## src/design/dilepton_invariant_mass_unit_defines.svh

```systemverilog
// Assertion macros for the dilepton invariant mass unit.
// Depends on nothing; the asserting file supplies clk and rst_n.
`ifndef DILEPTON_INVARIANT_MASS_UNIT_DEFINES_SVH
`define DILEPTON_INVARIANT_MASS_UNIT_DEFINES_SVH

// Same-cycle implication, disabled during reset.
`define DIM_ASSERT_NOW(label, ante, cons) \
  label: assert property (@(posedge clk) disable iff (!rst_n) (ante) |-> (cons)) \
    else $error("dim assertion failed");

// Next-cycle implication, disabled during reset.
`define DIM_ASSERT_NEXT(label, ante, cons) \
  label: assert property (@(posedge clk) disable iff (!rst_n) (ante) |=> (cons)) \
    else $error("dim assertion failed");

`endif

```

## src/design/dim_pkg.sv

```systemverilog
// Shared widths, codes and sideband type of the dilepton invariant mass unit.
// No dependencies.
package dim_pkg;

  localparam int MomW    = 36;
  localparam int MassW   = 20;
  localparam int OutW    = 37;
  localparam int SqInW   = 37;
  localparam int SqLoW   = 18;
  localparam int SqHiW   = SqInW - SqLoW;
  localparam int RootW   = 37;
  localparam int RadW    = 2 * RootW;
  localparam int RemW    = RootW + 2;
  localparam int SqrtSteps = RootW;
  localparam int NumSq   = 9;
  localparam int FlavW   = 2;
  localparam int CfgIdxW = 2;

  localparam logic [FlavW-1:0] FlavElectron = 2'd0;
  localparam logic [FlavW-1:0] FlavMuon     = 2'd1;

  localparam logic [CfgIdxW-1:0] CfgElectronMass = 2'd0;
  localparam logic [CfgIdxW-1:0] CfgMuonMass     = 2'd1;

  localparam logic [MassW-1:0] ElectronMassReset = 20'd511;
  localparam logic [MassW-1:0] MuonMassReset     = 20'd105658;

  // Sideband carried alongside a square root pipeline.
  typedef struct packed {
    logic            ok;
    logic            neg;
    logic [RadW-1:0] p2;
  } side_t;

  function automatic logic [SqInW-1:0] mag(input logic [SqInW-1:0] v);
    mag = v[SqInW-1] ? (~v + 1'b1) : v;
  endfunction

endpackage

```

## src/design/dim_sq.sv

```systemverilog
// Two-stage pipelined squarer of a 37-bit unsigned value, split into 19-bit and 18-bit parts.
// Depends on dim_pkg.
module dim_sq (
  input  logic                      clk,
  input  logic                      en,
  input  logic [dim_pkg::SqInW-1:0] a,
  output logic [dim_pkg::RadW-1:0]  q
);
  import dim_pkg::*;

  logic [SqHiW-1:0]         hi;
  logic [SqLoW-1:0]         lo;
  logic [2*SqHiW-1:0]       hh_r;
  logic [SqHiW+SqLoW-1:0]   hl_r;
  logic [2*SqLoW-1:0]       ll_r;
  logic [RadW-1:0]          q_r;

  assign hi = a[SqInW-1:SqLoW];
  assign lo = a[SqLoW-1:0];

  always_ff @(posedge clk) begin
    if (en) begin
      hh_r <= hi * hi;
      hl_r <= hi * lo;
      ll_r <= lo * lo;
      q_r  <= {hh_r, {(2*SqLoW){1'b0}}}
            + {{(RadW-(SqHiW+SqLoW)-SqLoW-1){1'b0}}, hl_r, {(SqLoW+1){1'b0}}}
            + {{(RadW-2*SqLoW){1'b0}}, ll_r};
    end
  end

  assign q = q_r;
endmodule

```

## config.mk

```make
export PLATFORM = sky130hd
export DESIGN_NAME = dim_sq
export DESIGN_NICKNAME = d
export VERILOG_FILES = /design/src/design/dilepton_invariant_mass_unit_defines.svh /design/src/design/dim_pkg.sv /design/src/design/dim_sq.sv
export SDC_FILE = /design/constraint.sdc
export NUM_CORES = 2
export LEC_CHECK = 0
export ABC_AREA = 1
export BUFFER_PORTS_ARGS = -buffer_cell sky130_fd_sc_hd__buf_4
export CAP_MARGIN = 20
export CORE_MARGIN = 3
export CORE_UTILIZATION = 46
export CTS_CLUSTER_DIAMETER = 100
export DETAILED_ROUTE_END_ITERATION = 12
export SKIP_LAST_GASP = 1
export SYNTH_ARGS = -nofsm -noshare
export SYNTH_HDL_FRONTEND = slang
export SYNTH_SLANG_ARGS = --single-unit
```

## constraint.sdc

```tcl
create_clock -name clk -period 9.67 [get_ports clk]
set_clock_uncertainty 0.2 [all_clocks]
set_input_delay 2.4175 -clock clk [delete_from_list [all_inputs] [get_ports clk]]
set_output_delay 2.4175 -clock clk [all_outputs]
set_load 0.02 [all_outputs]
```

==> impl_metrics.py <==
metrics = {
    "clock_tree": {
        "clock_latency_ps": 460,
        "cts_setup_buffers": 0,
        "cts.path.max_buffers": 2,
        "cts_tree": "done",
        "cts_hold_buf": 0,
        "cts_sinks": 182,
        "cts-buffers-inserted": 17,
        "cts_max_level": 4,
        "clk_pin_slew_ps": 70,
        "cts-root-buf": "clkbuf_16",
        "cts_resized": 0,
    },
    "logic_synthesis": {
        "synth_area_per_cell_sq_um": 7.899,
        "synth_area_leaders": "fa_1 36%, inv_1 14%, edfxtp_1 13%, nand2_1 13%, ha_1 12%",
        "synth_edf_count": 182,
        "syn_nets": 6398,
        "yosys.area.top_type": "fa_1",
        "ys_warn_count": 0,
        "synthesis.area_sq_mm": 0.04136,
        "synth_most_common_cell": "inv_1",
        "synth-main-ff-cell": "edfxtp_1",
        "ys_async_sr_fraction_pct": 0,
        "synthCells": 5236,
        "ys_seq_area_share_pct": 13.21,
        "synth.distinct_cells": 41,
        "synthTopCellsByCount": "1532 x inv_1, 1403 x nand2_1, 742 x fa_1, 381 x ha_1, 207 x nor2_1",
        "synth_top_area_share_pct": 35.92,
        "yosys_register_bits": 182,
    },
    "setup_path": {
        "cp.required_ps": 9670,
        "cp-end-kind": "register",
        "start_kind": "input pin",
        "crit_arrival_ps": 8020,
        "critical_path_class": "input pin to register",
        "critPathMaxFanout": 39,
    },
    "timing": {
        "period_share_pct": 82.89,
        "hold_viol_final": 0,
        "rsz0062_at_grt": "no",
        "worst_pin_slew_ps": 961.9,
        "setup_viol": 0,
        "drv_slew": 0,
        "tns_ps": 0,
        "min_period_ps": 8015,
        "clock.fmax_mhz": 124.8,
        "max-slew-margin-rel_pct": 35.87,
    },
    "global_routing": {
        "grt_max_degree": 73,
        "grt_pass1_vias": 33630,
        "grt_use_total_pct": 23.71,
        "grt_first_pass_wirelength_um": 176000,
        "top_usage_layer": "met2",
        "use_met3_pct": 2.618,
        "met2_usage_pct": 39.45,
        "grt_overflow": 0,
        "antenna_found_initial": 0,
        "grtUsageMet1_pct": 33.50,
    },
    "run": {
        "drv_cap": 0,
    },
    "floorplan": {
        "initial_utilization_pct": 46.58,
        "die_height_um": 305.8,
        "dieArea_sq_mm": 0.09354,
        "die_x_um": 305.8,
        "row_count": 109,
        "coreArea_sq_mm": 0.08878,
        "ios": 113,
    },
    "route": {
        "via_count": 31600,
        "drt-vias-per-instance": 4.942,
        "drt_iter0_drc": 1961,
        "wl_per_cell_um": 16.54,
        "firstDrtPassIters": 8,
        "ant_nets": 0,
        "drc": 0,
        "routed_wl_um": 105800,
    },
    "cells_and_area": {
        "antenna_cells": 0,
        "final_nets": 6377,
        "drive_above_1_share_pct": 4.055,
        "num-fill-cells": 8787,
        "areaGrowthSynthToFinish_pct": 5.521,
    },
    "placed_design": {
        "hpwl_um": 84470,
        "portBuffers": 111,
        "gp_congestion": 0.9418,
    },
    "min_path": {
        "hp-class": "register to register",
    },
    "outcome": {
        "status": "completed",
    },
}
worst max-delay path, stage by stage:
cell and delay, ps:
buf_4 450, nand2_1 170, fa_1 580, inv_1 60
fa_1 530, inv_1 60, fa_1 500, inv_1 60
fa_1 490, fa_1 490, inv_1 50, fa_1 470
inv_1 40, ha_1 350, nand2_1 120, inv_1 70
nand2_1 140, nor3_1 490, nand4_1 200, nand3_1 150
xor2_1 70
layout by cell type, fill, tap and decap left out, types with 20 or more instances in the layout:
master / Yosys / final
nand4_1: 27 / 27
edfxtp_1: 182 / 182
nor2_2: 20 / 20
nor2_1: 207 / 207
xnor2_1: 24 / 24
xor2_1: 86 / 86
buf_4: 2 / 112
nand2_1: 1403 / 1403
o21ai_0: 65 / 65
ha_1: 381 / 381
fa_1: 742 / 742
nor3_1: 29 / 29
nand3_1: 130 / 130
inv_1: 1532 / 1532
a21oi_1: 140 / 140
final cells by class:
cell class,instances,area (sq um),area share [%]
Timing Repair Buffer,113,852.1,1.952
Clock inverter,13,122.6,0.2810
Tap cell,1165,1458,3.340
Inverter,1547,5807,13.31
Clock buffer,19,432.9,0.9920
Multi-Input combinational cell,3354,29500,67.61
Sequential cell,182,5465,12.52
sequential cells by signal (all words and copies together), names as in the netlist:
| name | cells |
|---|---|
| q | 73 |
| hh_r | 37 |
| ll_r | 35 |
| hl_r | 37 |
worst paths after layout:
| path | startpoint | end | slack (ps) | cells after the start |
|---|---|---|---|---|
| setup / recovery | a[34] | hl_r[24] | 1650 | 21 |
| hold / removal | ll_r[15] | q[15] | 220 | 0 |
| setup reg to reg | hl_r[21] | q[59] | 7020 | 10 |
| hold reg to reg | ll_r[15] | q[15] | 220 | 0 |
layer usage:
layer  vias to the layer above  share of wire, %
li1                      15120                 -
met1                     15540                46
met2                       816                46
met3                       119               5.4
met4                         0               2.2
met5                         -                 0
kinds of logic after synthesis:
kind of cell / synth area share (%)
fa+ha+maj: 47.44
simple gates: 18.29
compound gates: 3.240
buf+inv: 15.45
mux: 0.02723
flops: 13.21
other cells: 0.009067
xor+xnor: 2.330
through the flow:
step / util, % / hold WS, ps / setup WS (ps) / cell area [sq um] / std cells
finish: 49.15 / 221.9 / 1655 / 43640 / 6393
CTS: 49.15 / 217.2 / 1729 / 43640 / 6393
global route: 49.15 / 216.5 / 1339 / 43640 / 6393
floorplan: - / 200.3 / 1766 / 41360 / 5236
global placement: 48.53 / 202.6 / 1269 / 43090 / 6361
detailed placement: 48.53 / 204.5 / 1244 / 43090 / 6361
Power is not shown: default switching activity piles up to over one toggle a cycle in this logic, so the estimate is an artifact.
